**config.mk**
```make
export PLATFORM = sky130hd
export DESIGN_NAME = ebc_regs
export DESIGN_NICKNAME = d
export VERILOG_FILES = /design/src/hdl/energy_bin_classifier_assert.svh /design/src/hdl/ebc_pkg.sv /design/src/hdl/ebc_regs.sv
export SDC_FILE = /design/constraint.sdc
export NUM_CORES = 1
export LEC_CHECK = 0
export BUFFER_PORTS_ARGS = -buffer_cell sky130_fd_sc_hd__buf_2
export CORE_ASPECT_RATIO = 0.9
export CORE_MARGIN = 4
export CORE_UTILIZATION = 30
export DETAILED_ROUTE_END_ITERATION = 12
export RECOVER_POWER = 25
export SLEW_MARGIN = 40
export SYNTH_ARGS = -nofsm -noshare
export SYNTH_HDL_FRONTEND = slang
export SYNTH_SLANG_ARGS = --single-unit
export TNS_END_PERCENT = 10
```
**constraint.sdc**
```tcl
create_clock -name clk -period 1.6 [get_ports clk]
set_input_delay 0.16 -clock clk [delete_from_list [all_inputs] [get_ports clk]]
set_output_delay 0.16 -clock clk [all_outputs]
set_load 0.05 [all_outputs]
```
**src/hdl/energy_bin_classifier_assert.svh**
```systemverilog
// Assertion macros for the energy bin classifier.
// Included by the top level; macros collapse to nothing when SYNTHESIS is defined.
`ifndef ENERGY_BIN_CLASSIFIER_ASSERT_SVH
`define ENERGY_BIN_CLASSIFIER_ASSERT_SVH
`ifndef SYNTHESIS
`define EBC_ASSERT_SAME(lbl, ck, rst_n, ante, cons) \
	lbl: assert property (@(posedge ck) disable iff (!rst_n) (ante) |-> (cons)) \
		else $error("energy_bin_classifier: same-cycle check failed");
`define EBC_ASSERT_NEXT(lbl, ck, rst_n, ante, cons) \
	lbl: assert property (@(posedge ck) disable iff (!rst_n) (ante) |=> (cons)) \
		else $error("energy_bin_classifier: next-cycle check failed");
`else
`define EBC_ASSERT_SAME(lbl, ck, rst_n, ante, cons)
`define EBC_ASSERT_NEXT(lbl, ck, rst_n, ante, cons)
`endif
`endif

```
**src/hdl/ebc_pkg.sv**
```systemverilog
// Shared types and constants for the energy bin classifier.
// No dependencies; imported by ebc_regs, ebc_cell and energy_bin_classifier.
`default_nettype none

package ebc_pkg;

	localparam int unsigned DEFAULT_MAX_EDGES = 256;
	localparam int unsigned ADDR_W            = 4;
	localparam int unsigned DATA_W            = 32;
	localparam int unsigned VAL_W             = 63;
	localparam logic [8:0]  MAX_GROUPS        = 9'd256;

	localparam logic [8:0]  RST_EDGE_COUNT    = 9'd2;
	localparam logic        RST_SC_EN         = 1'b0;
	localparam logic [8:0]  RST_NUM_GROUPS    = 9'd1;
	localparam logic        RST_OUT_MODE      = 1'b0;
	localparam logic [8:0]  MIN_EDGE_COUNT    = 9'd2;

	typedef enum logic {
		OP_LOAD     = 1'b0,
		OP_CLASSIFY = 1'b1
	} op_t;

	typedef enum logic [1:0] {
		REG_EDGE_COUNT = 2'd0,
		REG_SC_EN      = 2'd1,
		REG_NUM_GROUPS = 2'd2,
		REG_OUT_MODE   = 2'd3
	} reg_idx_t;

	typedef struct packed {
		logic [8:0] edge_count;
		logic       sc_en;
		logic [8:0] num_groups;
		logic       out_mode;
	} cfg_t;

	// Transaction travelling down the cell row
	typedef struct packed {
		op_t              op;
		logic [7:0]       idx;
		logic [VAL_W-1:0] value;
		logic             ge_first;
		logic             le_last;
		logic             err;
		logic             sc;
		logic             sc_hit;
		logic [7:0]       sc_bin;
	} item_t;

	// Counter width: holds the edge count itself and at least a 9-bit register value
	function automatic int unsigned cnt_width(int unsigned max_edges);
		int unsigned nw;
		nw = $clog2(max_edges + 1);
		return (nw > 9) ? nw : 9;
	endfunction

endpackage

`default_nettype wire

```
**src/hdl/ebc_regs.sv**
```systemverilog
// APB-style configuration registers of the energy bin classifier.
// Depends on ebc_pkg for the register map and cfg_t.
`default_nettype none

module ebc_regs import ebc_pkg::*; (
	input  wire logic              clk,
	input  wire logic              arst_n,
	input  wire logic              psel,
	input  wire logic              penable,
	input  wire logic              pwrite,
	input  wire logic [ADDR_W-1:0] paddr,
	input  wire logic [DATA_W-1:0] pwdata,
	output logic      [DATA_W-1:0] prdata,
	output logic                   pready,
	output cfg_t                   cfg
);

	cfg_t     cfg_q;
	reg_idx_t ridx;
	logic     wr;

	assign ridx   = reg_idx_t'(paddr[ADDR_W-1:2]);
	assign wr     = psel && penable && pwrite;
	assign pready = 1'b1;
	assign cfg    = cfg_q;

	always_ff @(posedge clk or negedge arst_n) begin
		if (!arst_n) begin
			cfg_q.edge_count <= RST_EDGE_COUNT;
			cfg_q.sc_en      <= RST_SC_EN;
			cfg_q.num_groups <= RST_NUM_GROUPS;
			cfg_q.out_mode   <= RST_OUT_MODE;
		end else if (wr) begin
			case (ridx)
				REG_EDGE_COUNT: cfg_q.edge_count <= pwdata[8:0];
				REG_SC_EN:      cfg_q.sc_en      <= pwdata[0];
				REG_NUM_GROUPS: cfg_q.num_groups <= pwdata[8:0];
				REG_OUT_MODE:   cfg_q.out_mode   <= pwdata[0];
				default:        cfg_q            <= cfg_q;
			endcase
		end
	end

	always_comb begin
		prdata = '0;
		case (ridx)
			REG_EDGE_COUNT: prdata = DATA_W'(cfg_q.edge_count);
			REG_SC_EN:      prdata = DATA_W'(cfg_q.sc_en);
			REG_NUM_GROUPS: prdata = DATA_W'(cfg_q.num_groups);
			REG_OUT_MODE:   prdata = DATA_W'(cfg_q.out_mode);
			default:        prdata = '0;
		endcase
	end

endmodule

`default_nettype wire

```
==> impl_summary.txt <==
----------------------------------------------------
[Power and ir drop]
  Comb power frac ... 47.4%
  Power density relative to cell area ... 1640 nW/um2
  Leak pwr ... 0.755 nW
  Worst supply voltage drop on vdd ... 0.709 mV
  Clock group share of total power ... 21.5%
  Switching power ... 1.09 mW
  Internal portion of total power ... 1.23 mW
  Switching share of total power ... 46.9%
  Share of total power in sequential cells ... 31.1%

[Clock tree]
  Post-CTS Hold Buffers ... 1
  CTS root buffer ... sky130_fd_sc_hd__clkbuf_8
  Clock transition at path regs ... 0.08 ns
  Setup fix buffers added after clock tree synthesis ... 0
  Number of sinks driven by the clock tree ... 20
  Latest clock arrival within the worst-skew pair ... 0.25 ns
  Number of cells upsized or downsized after cts ... 0
  CTS H-tree depth ... 1
  Buffers from clock root to sink, at most ... 2
  Number of buffers inserted during clock tree synthesis ... 3
  CTS tree ... yes

[Setup path]
  Required time at the endpoint of the critical path ... 1.44 ns
  Worst endpoint data arrival time ... 1.34 ns
  CP cell instances ... mux4_2 > buf_2
  Setup crit start kind ... flop
  Slowest-stage cell, CP ... sky130_fd_sc_hd__mux4_2
  Max FO, Critical Path ... 3
  Critical Path Source ... cfg[0]
  Capturing element type of the critical path ... output pin
  Critical path class ... flop to output pin
  Launch instance of the worst register-to-register path ... cfg[10]
  Largest stage delay on the critical path ... 0.46 ns

[Logic synthesis]
  Seq cells post-synth ... 20
  Synth Cell Area ... 1180 um2
  Avg Inst Size Synth ... 12.7 um2
  Post-Synth Adder-Cell Area ... 0%
  Count of unique library cells instantiated by Yosys ... 16
  Post-Synth XOR/XNOR Area ... 0%
  Multiplexer fraction of the synthesized cell area ... 30.6%
  Share of synthesized area occupied by flip-flops and latches ... 42.6%
  Warnings, synthesis ... 0
  Synthesized-area fraction occupied by and/or/nand/nor cells ... 7.63%
  Largest family of logic cells by synthesized area ... multiplexers
  Count of mapped cells out of synthesis ... 93
  Compound-Gate Fraction of Synth Area ... 0%

[Finish]
  Number of flip-flops in the largest register ... 20
  Diode count ... 0
  End-of-flow core utilization ... 37.5%
  Proportion of layout cells with a drive suffix above 1 ... 48.9%
  # nets final ... 179
  Post-synthesis to final-layout area growth ... 19.4%
  Number of non-filler instances in the completed layout ... 183

[Status]
  Result of the run ... complete, no violations

[Route]
  Routed via count divided by cell count ... 4.25
  Number of nets with antenna violations after routing ... 0
  Total number of vias ... 778
  Total iterations of the first detailed-routing run ... 2
  Starting DRT DRC Count ... 6
  Remaining design rule violation count ... 0
  Routed wire length per instance ... 13.5 um
  Total wire length after detailed routing ... 2480 um

[Floorplanning]
  Top Ports ... 94
  Die outline height ... 67.5 um
  Placeable Area ... 3760 um2
  Die Area ... 5010 um2
  Effective utilization at floorplan ... 31.4%
  Floorplan die width ... 74.1 um
  Number of placement rows ... 21

[Timing]
  Slew at the pin with the worst max-slew slack ... 0.511 ns
  Number of endpoints with negative hold slack in the final report ... 0
  Layout Skew ... 0 ns
  Total count of max-transition violations in the final report ... 0
  Upper clock frequency limit ... 665 MHz
  # setup viols final ... 0
  Worst rel slew slack ... 66.0%
  Period minus WS final ... 1.50 ns
  Total negative setup slack ... 0 ns
  Part of the cycle the worst path needs ... 93.9%
  RSZ-0062 raised after global routing ... no

[Place]
  Placed Cells incl. Taps ... 178
  Placer congestion estimate ... 0.652
  PortBufs ... 44
  Hpwl dp ... 1860 um

[Global routing]
  Initial antenna violation count ... 0
  Wire length of the first global-routing pass ... 3820 um
  Vias in the first global route ... 806
  Total congestion overflow after global routing ... 0
  Global Route Usage Sum ... 9.96%
  Largest net degree at the start of global routing ... 21

[Min path]
  Hold path start ... pwdata[3]
  Class of the tightest hold or removal check ... input port to flop

[Flow run]
  Number of maximum-capacitance constraint violations ... 0

----------------------------------------------------
-- through the flow --
stage	hold WS (ns)	instance area [um2]	setup WS, ns	power, mW
2_1_floorplan	-0.136	1270	0.0173	1.65
3_3_place_gp	0.126	1330	0.221	1.82
3_5_place_dp	0.137	1330	0.210	1.84
4_1_cts	0.119	1410	0.0767	2.35
5_1_grt	0.122	1410	0.0564	2.43
6_report	0.126	1410	0.0971	2.32
-- synth_stat cells --
library cell	n	area share, %
sky130_fd_sc_hd__mux4_2	1	1.9
sky130_fd_sc_hd__nor2_1	10	3.2
sky130_fd_sc_hd__buf_4	26	17
sky130_fd_sc_hd__mux2i_1	8	6.8
sky130_fd_sc_hd__inv_1	1	0.32
sky130_fd_sc_hd__buf_12	1	1.7
sky130_fd_sc_hd__dfstp_2	2	4.4
sky130_fd_sc_hd__dfrtp_1	18	38
sky130_fd_sc_hd__mux2_1	8	7.6
sky130_fd_sc_hd__nand4_4	1	1.8
sky130_fd_sc_hd__conb_1	2	0.64
sky130_fd_sc_hd__nand4_1	1	0.53
sky130_fd_sc_hd__mux2_2	3	2.9
sky130_fd_sc_hd__mux2_4	9	11
sky130_fd_sc_hd__nor2b_4	1	1.2
sky130_fd_sc_hd__and4_4	1	0.95
-- layer usage --
layer	wire, um	vias to the layer above	global-route usage (%)
met5	0	-	0
met4	0	0	2.71
met3	297	0	2.53
met2	1120	51	16.2
met1	1060	372	13.2
li1	-	355	-
-- layout make-up --
class	instances	area, um2
Tap cell	46	57.6
Fill cell	368	2350
Clock inverter	1	30.0
Inverter	1	3.75
Multi-Input combinational cell	67	544
Sequential cell	20	503
Timing Repair Buffer	45	230
Clock buffer	3	41.3
-- worst max-delay path: cells and delay by family (launching register included) --
| kind | cells | cell delay [ns] |
|---|---|---|
| muxes | 1 | 0.46 |
| buffers and inverters | 1 | 0.22 |
| DFF | 1 | 0.40 |
-- power by group through the flow --
stage | logic, mW | clock network, mW | registers [mW]
after floorplan | 0.507 | 0 | 1.14
after global placement | 1.10 | 0 | 0.721
after detailed placement | 1.10 | 0 | 0.733
after CTS | 1.11 | 0.518 | 0.724
after global routing | 1.15 | 0.534 | 0.740
final | 1.10 | 0.498 | 0.722
-- cell usage in the layout, fill, tap and decap left out, drive strengths merged --
cell         instances
and4                 1
buf                 43
bufinv               1
clkbuf               4
conb                24
dfrtp               18
dfstp                2
dlygate4sd3          1
inv                  1
mux2                20
mux2i                8
mux4                 1
nand4                2
nor2                10
nor2b                1
-- cell families after synthesis --
group                  Yosys count
buffers and inverters           28
DFF                             20
muxes                           29
other                            2
and+or+nand+nor                 14
-- path summary, 6_finish.rpt --
kind	endpoint	cells after the start	slack (ns)
max	prdata[0]	2	0.1
min	cfg[4]	2	0.13
max reg2reg	cfg[10]	1	0.79
min reg2reg	cfg[3]	1	0.52
max in group asynchronous	cfg[12]	2	0.82
min in group asynchronous	cfg[5]	2	0.42
(Power assumes the default switching activity.)
