--- src/hdl/energy_bin_classifier_assert.svh ---
// Assertion macros for the energy bin classifier.
// Included by the top level; macros collapse to nothing when SYNTHESIS is defined.
`ifndef ENERGY_BIN_CLASSIFIER_ASSERT_SVH
`define ENERGY_BIN_CLASSIFIER_ASSERT_SVH
`ifndef SYNTHESIS
`define EBC_ASSERT_SAME(lbl, ck, rst_n, ante, cons) \
	lbl: assert property (@(posedge ck) disable iff (!rst_n) (ante) |-> (cons)) \
		else $error("energy_bin_classifier: same-cycle check failed");
`define EBC_ASSERT_NEXT(lbl, ck, rst_n, ante, cons) \
	lbl: assert property (@(posedge ck) disable iff (!rst_n) (ante) |=> (cons)) \
		else $error("energy_bin_classifier: next-cycle check failed");
`else
`define EBC_ASSERT_SAME(lbl, ck, rst_n, ante, cons)
`define EBC_ASSERT_NEXT(lbl, ck, rst_n, ante, cons)
`endif
`endif

--- src/hdl/ebc_pkg.sv ---
// Shared types and constants for the energy bin classifier.
// No dependencies; imported by ebc_regs, ebc_cell and energy_bin_classifier.
`default_nettype none

package ebc_pkg;

	localparam int unsigned DEFAULT_MAX_EDGES = 256;
	localparam int unsigned ADDR_W            = 4;
	localparam int unsigned DATA_W            = 32;
	localparam int unsigned VAL_W             = 63;
	localparam logic [8:0]  MAX_GROUPS        = 9'd256;

	localparam logic [8:0]  RST_EDGE_COUNT    = 9'd2;
	localparam logic        RST_SC_EN         = 1'b0;
	localparam logic [8:0]  RST_NUM_GROUPS    = 9'd1;
	localparam logic        RST_OUT_MODE      = 1'b0;
	localparam logic [8:0]  MIN_EDGE_COUNT    = 9'd2;

	typedef enum logic {
		OP_LOAD     = 1'b0,
		OP_CLASSIFY = 1'b1
	} op_t;

	typedef enum logic [1:0] {
		REG_EDGE_COUNT = 2'd0,
		REG_SC_EN      = 2'd1,
		REG_NUM_GROUPS = 2'd2,
		REG_OUT_MODE   = 2'd3
	} reg_idx_t;

	typedef struct packed {
		logic [8:0] edge_count;
		logic       sc_en;
		logic [8:0] num_groups;
		logic       out_mode;
	} cfg_t;

	// Transaction travelling down the cell row
	typedef struct packed {
		op_t              op;
		logic [7:0]       idx;
		logic [VAL_W-1:0] value;
		logic             ge_first;
		logic             le_last;
		logic             err;
		logic             sc;
		logic             sc_hit;
		logic [7:0]       sc_bin;
	} item_t;

	// Counter width: holds the edge count itself and at least a 9-bit register value
	function automatic int unsigned cnt_width(int unsigned max_edges);
		int unsigned nw;
		nw = $clog2(max_edges + 1);
		return (nw > 9) ? nw : 9;
	endfunction

endpackage

`default_nettype wire

--- src/hdl/ebc_cell.sv ---
// One cell of the edge row: holds one bin edge, compares the passing transaction
// against it and hands the transaction to the next cell. Depends on ebc_pkg.
`default_nettype none

module ebc_cell import ebc_pkg::*; #(
	parameter int unsigned MAX_EDGES = DEFAULT_MAX_EDGES,
	parameter int unsigned IDX       = 0
) (
	input  wire logic                              clk,
	input  wire logic                              arst_n,
	input  wire logic                              adv,
	input  wire logic [cnt_width(MAX_EDGES)-1:0]   used,
	input  wire logic                              vld_i,
	input  wire item_t                             item_i,
	input  wire logic [cnt_width(MAX_EDGES)-1:0]   cnt_i,
	output logic                                   vld_o,
	output item_t                                  item_o,
	output logic [cnt_width(MAX_EDGES)-1:0]        cnt_o
);

	localparam int unsigned CW        = cnt_width(MAX_EDGES);
	localparam bit          CHECK_ERR = (IDX + 1 < MAX_EDGES);
	localparam logic [CW-1:0] POS      = CW'(IDX);
	localparam logic [CW-1:0] NEXT_POS = CW'(IDX + 1);

	logic             vld_q;
	item_t            item_q;
	logic [CW-1:0]    cnt_q;
	logic [VAL_W-1:0] edge_q;

	item_t         nxt;
	logic [CW-1:0] cnt_nxt;
	logic [CW-1:0] idx_ext;
	logic          is_ld;
	logic          is_cls;
	logic          wr_edge;

	assign idx_ext = CW'(item_i.idx);
	assign is_ld   = (item_i.op == OP_LOAD);
	assign is_cls  = (item_i.op == OP_CLASSIFY);
	assign wr_edge = adv && vld_i && is_ld && (idx_ext == POS);

	always_comb begin
		nxt     = item_i;
		cnt_nxt = cnt_i;
		if (is_cls && (POS < used) && (edge_q < item_i.value)) begin
			cnt_nxt = cnt_i + CW'(1);
		end
		if (is_cls && (POS == '0) && (item_i.value >= edge_q)) begin
			nxt.ge_first = 1'b1;
		end
		if (is_cls && (POS == used - CW'(1)) && (item_i.value <= edge_q)) begin
			nxt.le_last = 1'b1;
		end
		// flag a load whose edge does not sit above this one
		if (CHECK_ERR && is_ld && (idx_ext == NEXT_POS) && (item_i.value <= edge_q)) begin
			nxt.err = 1'b1;
		end
	end

	always_ff @(posedge clk or negedge arst_n) begin
		if (!arst_n) begin
			vld_q <= 1'b0;
		end else if (adv) begin
			vld_q <= vld_i;
		end
	end

	always_ff @(posedge clk) begin
		if (adv) begin
			item_q <= nxt;
			cnt_q  <= cnt_nxt;
		end
		if (wr_edge) begin
			edge_q <= item_i.value;
		end
	end

	assign vld_o  = vld_q;
	assign item_o = item_q;
	assign cnt_o  = cnt_q;

endmodule

`default_nettype wire

--- config.mk ---
export PLATFORM = sky130hd
export DESIGN_NAME = ebc_cell
export DESIGN_NICKNAME = d
export VERILOG_FILES = /design/src/hdl/energy_bin_classifier_assert.svh /design/src/hdl/ebc_pkg.sv /design/src/hdl/ebc_cell.sv
export SDC_FILE = /design/constraint.sdc
export NUM_CORES = 1
export LEC_CHECK = 0
export ABC_AREA = 1
export BUFFER_PORTS_ARGS = -buffer_cell sky130_fd_sc_hd__buf_4
export CAP_MARGIN = 25
export CORE_ASPECT_RATIO = 1.75
export CORE_MARGIN = 2
export CORE_UTILIZATION = 40
export DETAILED_ROUTE_END_ITERATION = 8
export PLACE_DENSITY = 0.77
export SLEW_MARGIN = 40
export SYNTH_ARGS = -nofsm -noshare
export SYNTH_HDL_FRONTEND = slang
export SYNTH_SLANG_ARGS = --single-unit
export TNS_END_PERCENT = 5
--- constraint.sdc ---
create_clock -name clk -period 2.1 [get_ports clk]
set_clock_uncertainty 0.2 [all_clocks]
set_input_delay 0 -clock clk [delete_from_list [all_inputs] [get_ports clk]]
set_output_delay 0 -clock clk [all_outputs]
set_load 0.005 [all_outputs]
==> impl_metrics.json, run 1 <==
{
  "dp_hpwl_um": 10800,
  "drc": 0,
  "num_vias": 5215,
  "num_antenna_cells": 0,
  "seq_area_frac_synth_pct": 67.6,
  "cp_max_fo": 6,
  "finalNetCount": 1049,
  "met2_usage_pct": 35.6,
  "dr.first_iter.drc_count": 229,
  "max_freq_mhz": 429,
  "end_kind": "register",
  "r2r-start": "edge_q[26]",
  "hold-path-cell-count": 2,
  "maxSlewHeadroom_pct": 64.6,
  "violations": "negative hold slack, negative setup slack",
  "min_period_ps": 2330,
  "synth.largest_area_cell": "edfxtp_1",
  "fillers": 1327,
  "r2r_setup_slack_ps": -230,
  "r2r-end": "cnt_o[4]",
  "synth_area_leaders": "edfxtp_1 (67%), ha_1 (11%), nand2_1 (5.8%), inv_1 (5.4%), a21oi_1 (1.7%)",
  "syn-cell-area_um2": 7010,
  "critical_path.slowest_cell": "edfxtp_1",
  "intPower_w": 0.00602,
  "overflow": 0,
  "cts_tree": "done",
  "busiest_layer": "met2",
  "path_class": "register to register",
  "drt_wl_total_um": 17200,
  "clk_latency_ps": 430,
  "track_usage_pct": 18.5,
  "maxCapViolCount": 0,
  "clk_path_buf_depth": 2,
  "antenna_found_initial": 0,
  "ys_types": 30,
  "layout_setup_ws_ps": -232,
  "async_flop_share_pct": 0.633,
  "final_cell_mix": "buf_4 (209), edfxtp_1 (157), dlygate4sd3_1 (102)",
  "die_height_um": 179,
  "rows": 64,
  "endpoint": "cnt_o[4]",
  "cts_root_buf": "clkbuf_16",
  "setup_viol": 12,
  "post-route-cell-area_um2": 10700,
  "grt_pass1_wl_um": 26500,
  "grt_pass1_vias": 5390,
  "coreArea_um2": 17300,
  "synth_seq_cells": 158,
  "finalCritPeriodShare_pct": 111,
  "grtUsageMet1_pct": 18.9,
  "cp.arrival_ps": 2310,
  "slew_viol_final": 0,
  "layout-drive-gt1-share_pct": 32.0,
  "leakagePower_nw": 4.78,
  "dieArea_um2": 18700,
  "routedWlPerCell_um": 15.4,
  "comb_power_share_pct": 11.6,
  "synth-edff-count": 157,
  "crit_path_start": "edge_q[26]",
  "met3_usage_pct": 4.00,
  "synth_top_cell_area_share_pct": 67.2,
  "ios": 202,
  "htreeDepth": 4,
  "ff2ff_path_depth": 12,
  "grt_max_degree": 96,
  "ys.flop_type": "edfxtp_1",
  "powerDensity_nw_per_um2": 720,
  "port_buffers": 201,
  "syn-instance-count": 546,
  "avgSynthCellArea_um2": 12.8,
  "fin_hold_ws_ps": -1.02,
  "crit_chain": "inv_1 > ha_4 > a21o_1 > o21ai_0 > nand2_1 > nor2_2 > nand2_2 > nand2_4 > buf_4 > nand2_2 > nand4_1 > nand2_1",
  "pwr-share-clk_pct": 40.6,
  "worst_setup_path_start_kind": "register",
  "cts_sinks": 158,
  "initial_core_util_pct": 40.6,
  "worst_slew_pin_slew_ps": 531,
  "hold_viol": 3,
  "switchingPower_w": 0.00168,
  "drtPass1Iterations": 4,
  "min_path_type": "input port to register",
  "place_congestion": 0.775,
  "vias_per_cell": 4.65,
  "slowest_delay_ps": 370,
  "antenna_left": 0,
  "seq_power_share_pct": 47.8,
  "die_x_um": 104,
  "rsz0062_at_grt": "true",
  "cts_inserted_buffers": 17,
  "cts.clk_slew.worst_paths_ps": 70,
  "cp.required_ps": 2080,
  "synth_nets": 717,
  "outcome": "finished, violations left",
  "yosysWarnings": 0,
  "placedInstanceArea_um2": 8910,
  "switching_share_pct": 21.8,
  "area_growth_pct": 52.6,
  "peakVddDrop_mv": 0.500,
  "final_common_cell": "buf_4"
}
[Yosys cell counts, types with 2 or more instances]
| cell | instances |
|---|---|
| a21oi_1 | 24 |
| edfxtp_1 | 157 |
| a21o_1 | 3 |
| nor3_1 | 4 |
| ha_1 | 64 |
| nand3_1 | 13 |
| nor2_1 | 21 |
| xnor2_1 | 3 |
| nand2_1 | 109 |
| o21ai_0 | 5 |
| nand3_2 | 3 |
| inv_1 | 101 |
| nor2_2 | 5 |
| xor2_1 | 3 |
| nand4_1 | 15 |
| nor4_1 | 2 |
[routing by layer]
layer | vias to the layer above | part of all wire (%) | routed length, um
met5 | - | 0 | 0
met4 | 0 | 2.1 | 367
met3 | 26 | 4.1 | 705
met2 | 162 | 58 | 9930
met1 | 2489 | 36 | 6240
li1 | 2538 | - | -
[worst max-delay path, delay by kind of cell (launching register included)]
family / cells / cell delay, ps
simple gates: 7 / 760
flops: 1 / 370
compound gates: 2 / 340
buf+inv: 2 / 230
fa+ha+maj: 1 / 200
[timing repair]
| action | CTS | global route |
|---|---|---|
| gates resized for setup | 7 | 25 |
| pin swaps | 4 | 17 |
| hold buffers | 102 | 0 |
| setup buffers | 0 | 2 |
| gates cloned | 1 | 0 |
| endpoints found under the setup margin | 12 | 12 |
| endpoints found under the hold margin | 203 | 0 |
[state kept, by name, summed over array words and instances (netlist names)]
signal and count:
edge_q 63, cnt_o 9, vld_o 1, item_o 85
[worst min path at each step]
stage                start  slack [ps]          to
global placement    arst_n        -420       vld_o
floorplan           arst_n        -500       vld_o
finish                 adv          -1  item_o[25]
detailed placement  arst_n        -420       vld_o
global route           adv          10  item_o[21]
CTS                    adv          10  item_o[21]
[final cells by class]
cell class	count	area [um^2]	area share [%]
flip-flops and latches	158	4740	44.3
repair buffers	314	2640	24.7
multi-input cells	284	2050	19.1
clock buffers	19	433	4.04
inverters	103	387	3.61
well taps	231	289	2.70
clock inverters	13	166	1.55
[cells by family (layout without fill, tap and decap cells)]
family	count (synthesis)	after routing	share of synthesized area [%]
buf+inv	105	449	5.96
fa+ha+maj	64	64	11.4
xor+xnor	6	6	0.749
simple gates	180	181	11.8
flops	158	158	67.6
compound gates	33	33	2.50
[power groups by stage]
stage	clock network [W]	registers, W	logic, W
floorplan	0	0.00376	0.000163
global placement	0	0.00374	0.000691
detailed placement	0	0.00374	0.000709
CTS	0.00320	0.00368	0.000869
global route	0.00330	0.00369	0.000973
finish	0.00313	0.00368	0.000892
[through the flow]
step	instances	TNS (ps)	utilization (%)	power (W)	setup WS (ps)
finish	1122	-2070	61.9	0.00770	-232
global route	1122	-3750	61.9	0.00797	-345
CTS	1121	-2340	61.1	0.00775	-229
detailed placement	986	-2740	51.5	0.00445	-270
global placement	986	-2110	51.5	0.00443	-206
floorplan	546	-32540	-	0.00392	-517
(Power assumes the default switching activity.)
==> run 2: changes to the inputs <==
--- a/config.mk
+++ b/config.mk
@@ -8,11 +8,14 @@
 export ABC_AREA = 1
 export BUFFER_PORTS_ARGS = -buffer_cell sky130_fd_sc_hd__buf_4
 export CAP_MARGIN = 25
+export CELL_PAD_IN_SITES_DETAIL_PLACEMENT = 1
+export CELL_PAD_IN_SITES_GLOBAL_PLACEMENT = 1
 export CORE_ASPECT_RATIO = 1.75
 export CORE_MARGIN = 2
-export CORE_UTILIZATION = 40
+export CORE_UTILIZATION = 37
 export DETAILED_ROUTE_END_ITERATION = 8
-export PLACE_DENSITY = 0.77
+export GPL_TIMING_DRIVEN = 0
+export PLACE_DENSITY = 0.86
 export SLEW_MARGIN = 40
 export SYNTH_ARGS = -nofsm -noshare
 export SYNTH_HDL_FRONTEND = slang
==> impl_metrics.json, run 2 (same netlist as run 1, synthesis figures left out) <==
{
  "outcome": "finished, violations left",
  "violations": "negative hold slack, negative setup slack",
  "seq_power_share_pct": 48.9,
  "dr_wl_met3_um": 835,
  "worst_setup_path_start_kind": "register",
  "grt_max_degree": 97,
  "rows": 66,
  "dieArea_um2": 20100,
  "maxSlewHeadroom_pct": 60.3,
  "setup_viol": 29,
  "leakagePower_nw": 4.82,
  "cp.required_ps": 2080,
  "grt_pass1_wl_um": 32800,
  "end_kind": "register",
  "cts_sinks": 158,
  "crit_chain": "inv_1 > ha_1 > a21oi_1 > o21ai_1 > nor2_1 > nand2_2 > a21oi_4 > nand2_8 > clkbuf_16 > nand4_1 > nand2_1",
  "cpLargestDelayFamily": "simple AND/OR/NAND/NOR gates",
  "die_x_um": 108,
  "drt_wl_total_um": 22800,
  "min_path_type": "input port to register",
  "clk_path_buf_depth": 2,
  "post-route-cell-area_um2": 10800,
  "finalNetCount": 1049,
  "route.met2.wl_um": 13800,
  "comb_power_share_pct": 12.7,
  "pwr-share-clk_pct": 38.4,
  "cts.clk_slew.worst_paths_ps": 70,
  "dr.first_iter.drc_count": 177,
  "htreeDepth": 4,
  "overflow": 0,
  "initial_core_util_pct": 37.8,
  "switchingPower_w": 0.00185,
  "dp_hpwl_um": 13600,
  "grt_pass1_vias": 6081,
  "largest_reg_flops": 85,
  "peakVddDrop_mv": 0.433,
  "port_buffers": 201,
  "maxCapViolCount": 0,
  "path_class": "register to register",
  "min_period_ps": 2450,
  "switching_share_pct": 24.5,
  "slew_viol_final": 0,
  "max_freq_mhz": 408,
  "ios": 202,
  "vias_per_cell": 4.83,
  "layout.cells.non_filler": 1131,
  "critical_path.slowest_cell": "edfxtp_1",
  "hold_viol": 104,
  "final_cell_mix": "buf_4 (205), edfxtp_1 (157), dlygate4sd3_1 (99)",
  "highest_layer": "met4",
  "intPower_w": 0.00569,
  "drtPass1Iterations": 7,
  "critical_path_depth": 11,
  "cp_max_fo": 5,
  "place_inst": 991,
  "area_growth_pct": 54.3,
  "layout_setup_ws_ps": -351,
  "track_usage_pct": 22.2,
  "fin_hold_ws_ps": -434,
  "cp.arrival_ps": 2430,
  "cts_tree": "done",
  "routedWlPerCell_um": 20.2,
  "die_height_um": 186,
  "antenna_found_initial": 1,
  "hold-path-cell-count": 1,
  "placedInstanceArea_um2": 8920,
  "powerDensity_nw_per_um2": 696,
  "cts_inserted_buffers": 17,
  "drc": 0,
  "cts_root_buf": "clkbuf_16",
  "coreArea_um2": 18600,
  "layout-drive-gt1-share_pct": 34.6,
  "final_common_cell": "buf_4",
  "rsz0062_at_grt": "true",
  "finalCritPeriodShare_pct": 117,
  "ff2ff_path_depth": 11,
  "place_congestion": 0.789,
  "critPathBufInv": 2,
  "worst_slew_pin_slew_ps": 593,
  "num_vias": 5460,
  "clk_latency_ps": 430,
  "met1_length_um": 7530,
  "antenna_left": 0,
  "slowest_delay_ps": 400
}
## run 2: cell count changes in the layout (fill, tap and decap cells not counted), sizes merged
cell         before  now
dlygate4sd3     102   99
diode             0    2
bufinv            3    0
inv             103  108
buf             212  215
clkinv            5    8
nand2           112  111
clkinvlp          5    2
clkbuf           19   18
## run 2: area by class of cell
| type | instances | area, um^2 |
|---|---|---|
| Multi-Input combinational cell | 283 | 2150 |
| Buffer | 2 | 31.3 |
| Tap cell | 238 | 298 |
| Clock inverter | 15 | 111 |
| Clock buffer | 17 | 425 |
| Timing Repair Buffer | 313 | 2680 |
| Sequential cell | 158 | 4740 |
| Antenna cell | 2 | 5.00 |
| Inverter | 103 | 387 |
| Fill cell | 1899 | 7760 |
## run 2: final timing paths
path,startpoint,end,slack (ps)
hold reg to reg,vld_o,vld_o,890
max in group asynchronous,arst_n,vld_o,1400
hold / removal,item_i[80],item_o[80],-430
setup / recovery,edge_q[44],cnt_o[6],-350
setup reg to reg,edge_q[44],cnt_o[6],-350
min in group asynchronous,arst_n,vld_o,200
## run 2: metrics by stage
step / TNS [ps] / util, % / power (W) / setup WS [ps]
finish: -5230 / 58.2 / 0.00754 / -351
global route: -8420 / 58.2 / 0.00780 / -412
CTS: -4580 / 56.5 / 0.00751 / -247
detailed placement: -23910 / 48.0 / 0.00447 / -736
global placement: -141330 / 47.6 / 0.00443 / -2220
floorplan: -32540 / - / 0.00392 / -517
## run 2: power groups by stage
stage	logic (W)	registers, W	clock network [W]
finish	0.000957	0.00369	0.00289
global route	0.00103	0.00370	0.00307
CTS	0.000888	0.00368	0.00294
detailed placement	0.000725	0.00375	0
global placement	0.000690	0.00374	0
floorplan	0.000163	0.00376	0
## run 2: worst register-to-register path: stages (launching register included)
cell and delay (ps):
edfxtp_1 400, inv_1 80, ha_1 250, a21oi_1 220, o21ai_1 130, nor2_1 190, nand2_2 110, a21oi_4 200
nand2_8 100, clkbuf_16 170, nand4_1 80, nand2_1 80
## run 2: timing repair
item,in CTS,in global routing
hold buffers,96,5
setup buffers,2,1
gates resized for setup,15,55
hold endpoints to repair,290,109
gates cloned,0,2
endpoints found under the setup margin,29,29
pin swaps,7,16
## run 2: routing by layer
metal	GRT usage, %	vias to the layer above
li1	-	2543
met1	22.0	2693
met2	43.6	183
met3	4.84	41
met4	9.13	0
met5	0	-
==> run 3: changes to the inputs <==
--- a/config.mk
+++ b/config.mk
@@ -12,10 +12,10 @@
 export CELL_PAD_IN_SITES_GLOBAL_PLACEMENT = 1
 export CORE_ASPECT_RATIO = 1.75
 export CORE_MARGIN = 2
-export CORE_UTILIZATION = 37
+export CORE_UTILIZATION = 30
 export DETAILED_ROUTE_END_ITERATION = 8
 export GPL_TIMING_DRIVEN = 0
-export PLACE_DENSITY = 0.86
+export PLACE_DENSITY = 0.74
 export SLEW_MARGIN = 40
 export SYNTH_ARGS = -nofsm -noshare
 export SYNTH_HDL_FRONTEND = slang
==> constraint.sdc (replaced) <==
create_clock -name clk -period 2.2 [get_ports clk]
set_clock_uncertainty 0.2 [all_clocks]
set_input_delay 0 -clock clk [delete_from_list [all_inputs] [get_ports clk]]
set_output_delay 0 -clock clk [all_outputs]
set_load 0.005 [all_outputs]
==> impl_metrics.json, run 3 (same netlist as run 1, synthesis figures left out) <==
{
  "finalNetCount": 1043,
  "setup_viol": 34,
  "r2r_setup_slack_ps": -240,
  "cts_inserted_buffers": 17,
  "hold-path-cell-count": 1,
  "timing.setup.tns_ps": -5140,
  "num_vias": 5184,
  "clk_latency_ps": 430,
  "crit_path_start": "edge_q[41]",
  "powerDensity_nw_per_um2": 678,
  "final_cell_mix": "buf_4 (201), edfxtp_1 (157), nand2_1 (105)",
  "cts.clk_slew.worst_paths_ps": 70,
  "end_kind": "register",
  "clk_path_buf_depth": 2,
  "cp.arrival_ps": 2420,
  "min_period_ps": 2440,
  "multiInputGateArea_um2": 1960,
  "violations": "negative hold slack, negative setup slack",
  "antenna_found_initial": 0,
  "fillers": 2455,
  "layout-drive-gt1-share_pct": 30.4,
  "r2r-end": "cnt_o[5]",
  "initial_core_util_pct": 30.3,
  "largest_reg_flops": 85,
  "leakagePower_nw": 4.77,
  "min_path_type": "input port to register",
  "drc": 0,
  "dieArea_um2": 24700,
  "dp_hpwl_um": 12900,
  "port_buffers": 201,
  "rows": 74,
  "antenna_left": 0,
  "vias_per_cell": 4.36,
  "grt_pass1_wl_um": 29400,
  "track_usage_pct": 15.6,
  "r2r-start": "edge_q[41]",
  "grt_max_degree": 97,
  "cp.required_ps": 2180,
  "place_congestion": 0.706,
  "area_growth_pct": 52.4,
  "worst_slew_pin_slew_ps": 638,
  "die_x_um": 120,
  "whs_endpoint": "item_o[78]",
  "cts_root_buf": "clkbuf_16",
  "rsz0062_at_grt": "true",
  "maxCapViolCount": 0,
  "layout_setup_ws_ps": -238,
  "cts_sinks": 158,
  "coreArea_um2": 23100,
  "dr.first_iter.drc_count": 210,
  "overflow": 0,
  "ff2ff_path_depth": 13,
  "drt_wl_total_um": 19300,
  "num_antenna_cells": 0,
  "seq_area_um2": 4740,
  "ios": 202,
  "die_height_um": 206,
  "pre_cts_slack_ps": -711,
  "cp_max_fo": 5,
  "cts_tree": "done",
  "finalCritPeriodShare_pct": 111,
  "htreeDepth": 4,
  "min_from": "item_i[78]",
  "path_class": "register to register",
  "final_common_cell": "buf_4",
  "fin_hold_ws_ps": -445,
  "slew_viol_final": 0,
  "routedWlPerCell_um": 16.2,
  "hold_viol": 110,
  "drtPass1Iterations": 4,
  "outcome": "finished, violations left",
  "peakVddDrop_mv": 0.453,
  "maxSlewHeadroom_pct": 57.4,
  "grt_pass1_vias": 5633,
  "max_freq_mhz": 410,
  "worst_setup_path_start_kind": "register"
}
-- run 3: per-layer routing --
metal	part of all wire (%)	global-route usage [%]	vias up
li1	-	-	2523
met1	36	15.8	2507
met2	58	30.6	127
met3	3.2	2.65	27
met4	2.8	6.76	0
met5	0	0	-
-- run 3: how the worst max path moves through the flow --
stage | endpoint | slack (ps) | depth (start not counted)
after floorplan | edge_q[0] | -420 | 3
after global placement | edge_q[21] | -2210 | 3
after detailed placement | edge_q[25] | -710 | 8
after CTS | cnt_o[1] | -150 | 12
after global routing | cnt_o[5] | -420 | 13
final | cnt_o[5] | -240 | 13
-- run 3: what timing repair did --
action                                 CTS  global route
setup buffers                            0             2
endpoints found under the hold margin  272           115
setup endpoints to repair               35            21
resized for setup                        7            19
hold buffers                            94             3
pin swaps                                2            10
-- run 3: final cells by class --
type / count / area share (%)
flip-flops and latches: 158 / 44.4
repair buffers: 307 / 24.4
inverters: 103 / 3.62
plain buffers: 2 / 0.293
clock buffers: 17 / 3.98
multi-input cells: 283 / 18.4
well taps: 304 / 3.56
clock inverters: 15 / 1.37
-- run 3: critical path, stage by stage (launching register included) --
cell	delay, ps
edfxtp_1	320
inv_1	50
ha_1	320
nand2_2	70
nor2_1	100
nand4_1	210
nor3_4	290
and2_4	190
nand2_4	60
nand2_4	100
buf_12	120
nand3_4	60
nand2_2	70
nand2_1	40
-- run 3: metrics by stage --
stage / area [um^2] / instances / total power [W] / util, %
after global routing: 10700 / 1189 / 0.00750 / 46.2
after global placement: 8930 / 1051 / 0.00423 / 38.6
after floorplan: 7040 / 546 / 0.00375 / -
final: 10700 / 1189 / 0.00725 / 46.2
after CTS: 10500 / 1184 / 0.00729 / 45.6
after detailed placement: 9010 / 1058 / 0.00426 / 38.9
-- run 3: where the power goes --
| group | total (W) | internal (W) | switching [W] | leakage (nW) |
|---|---|---|---|---|
| combinational | 0.000848 | 0.000483 | 0.000365 | 3.00 |
| clock | 0.00288 | 0.00166 | 0.00122 | 0.271 |
| sequential | 0.00352 | 0.00347 | 0.0000451 | 1.50 |
| total | 0.00725 | 0.00562 | 0.00163 | 4.77 |
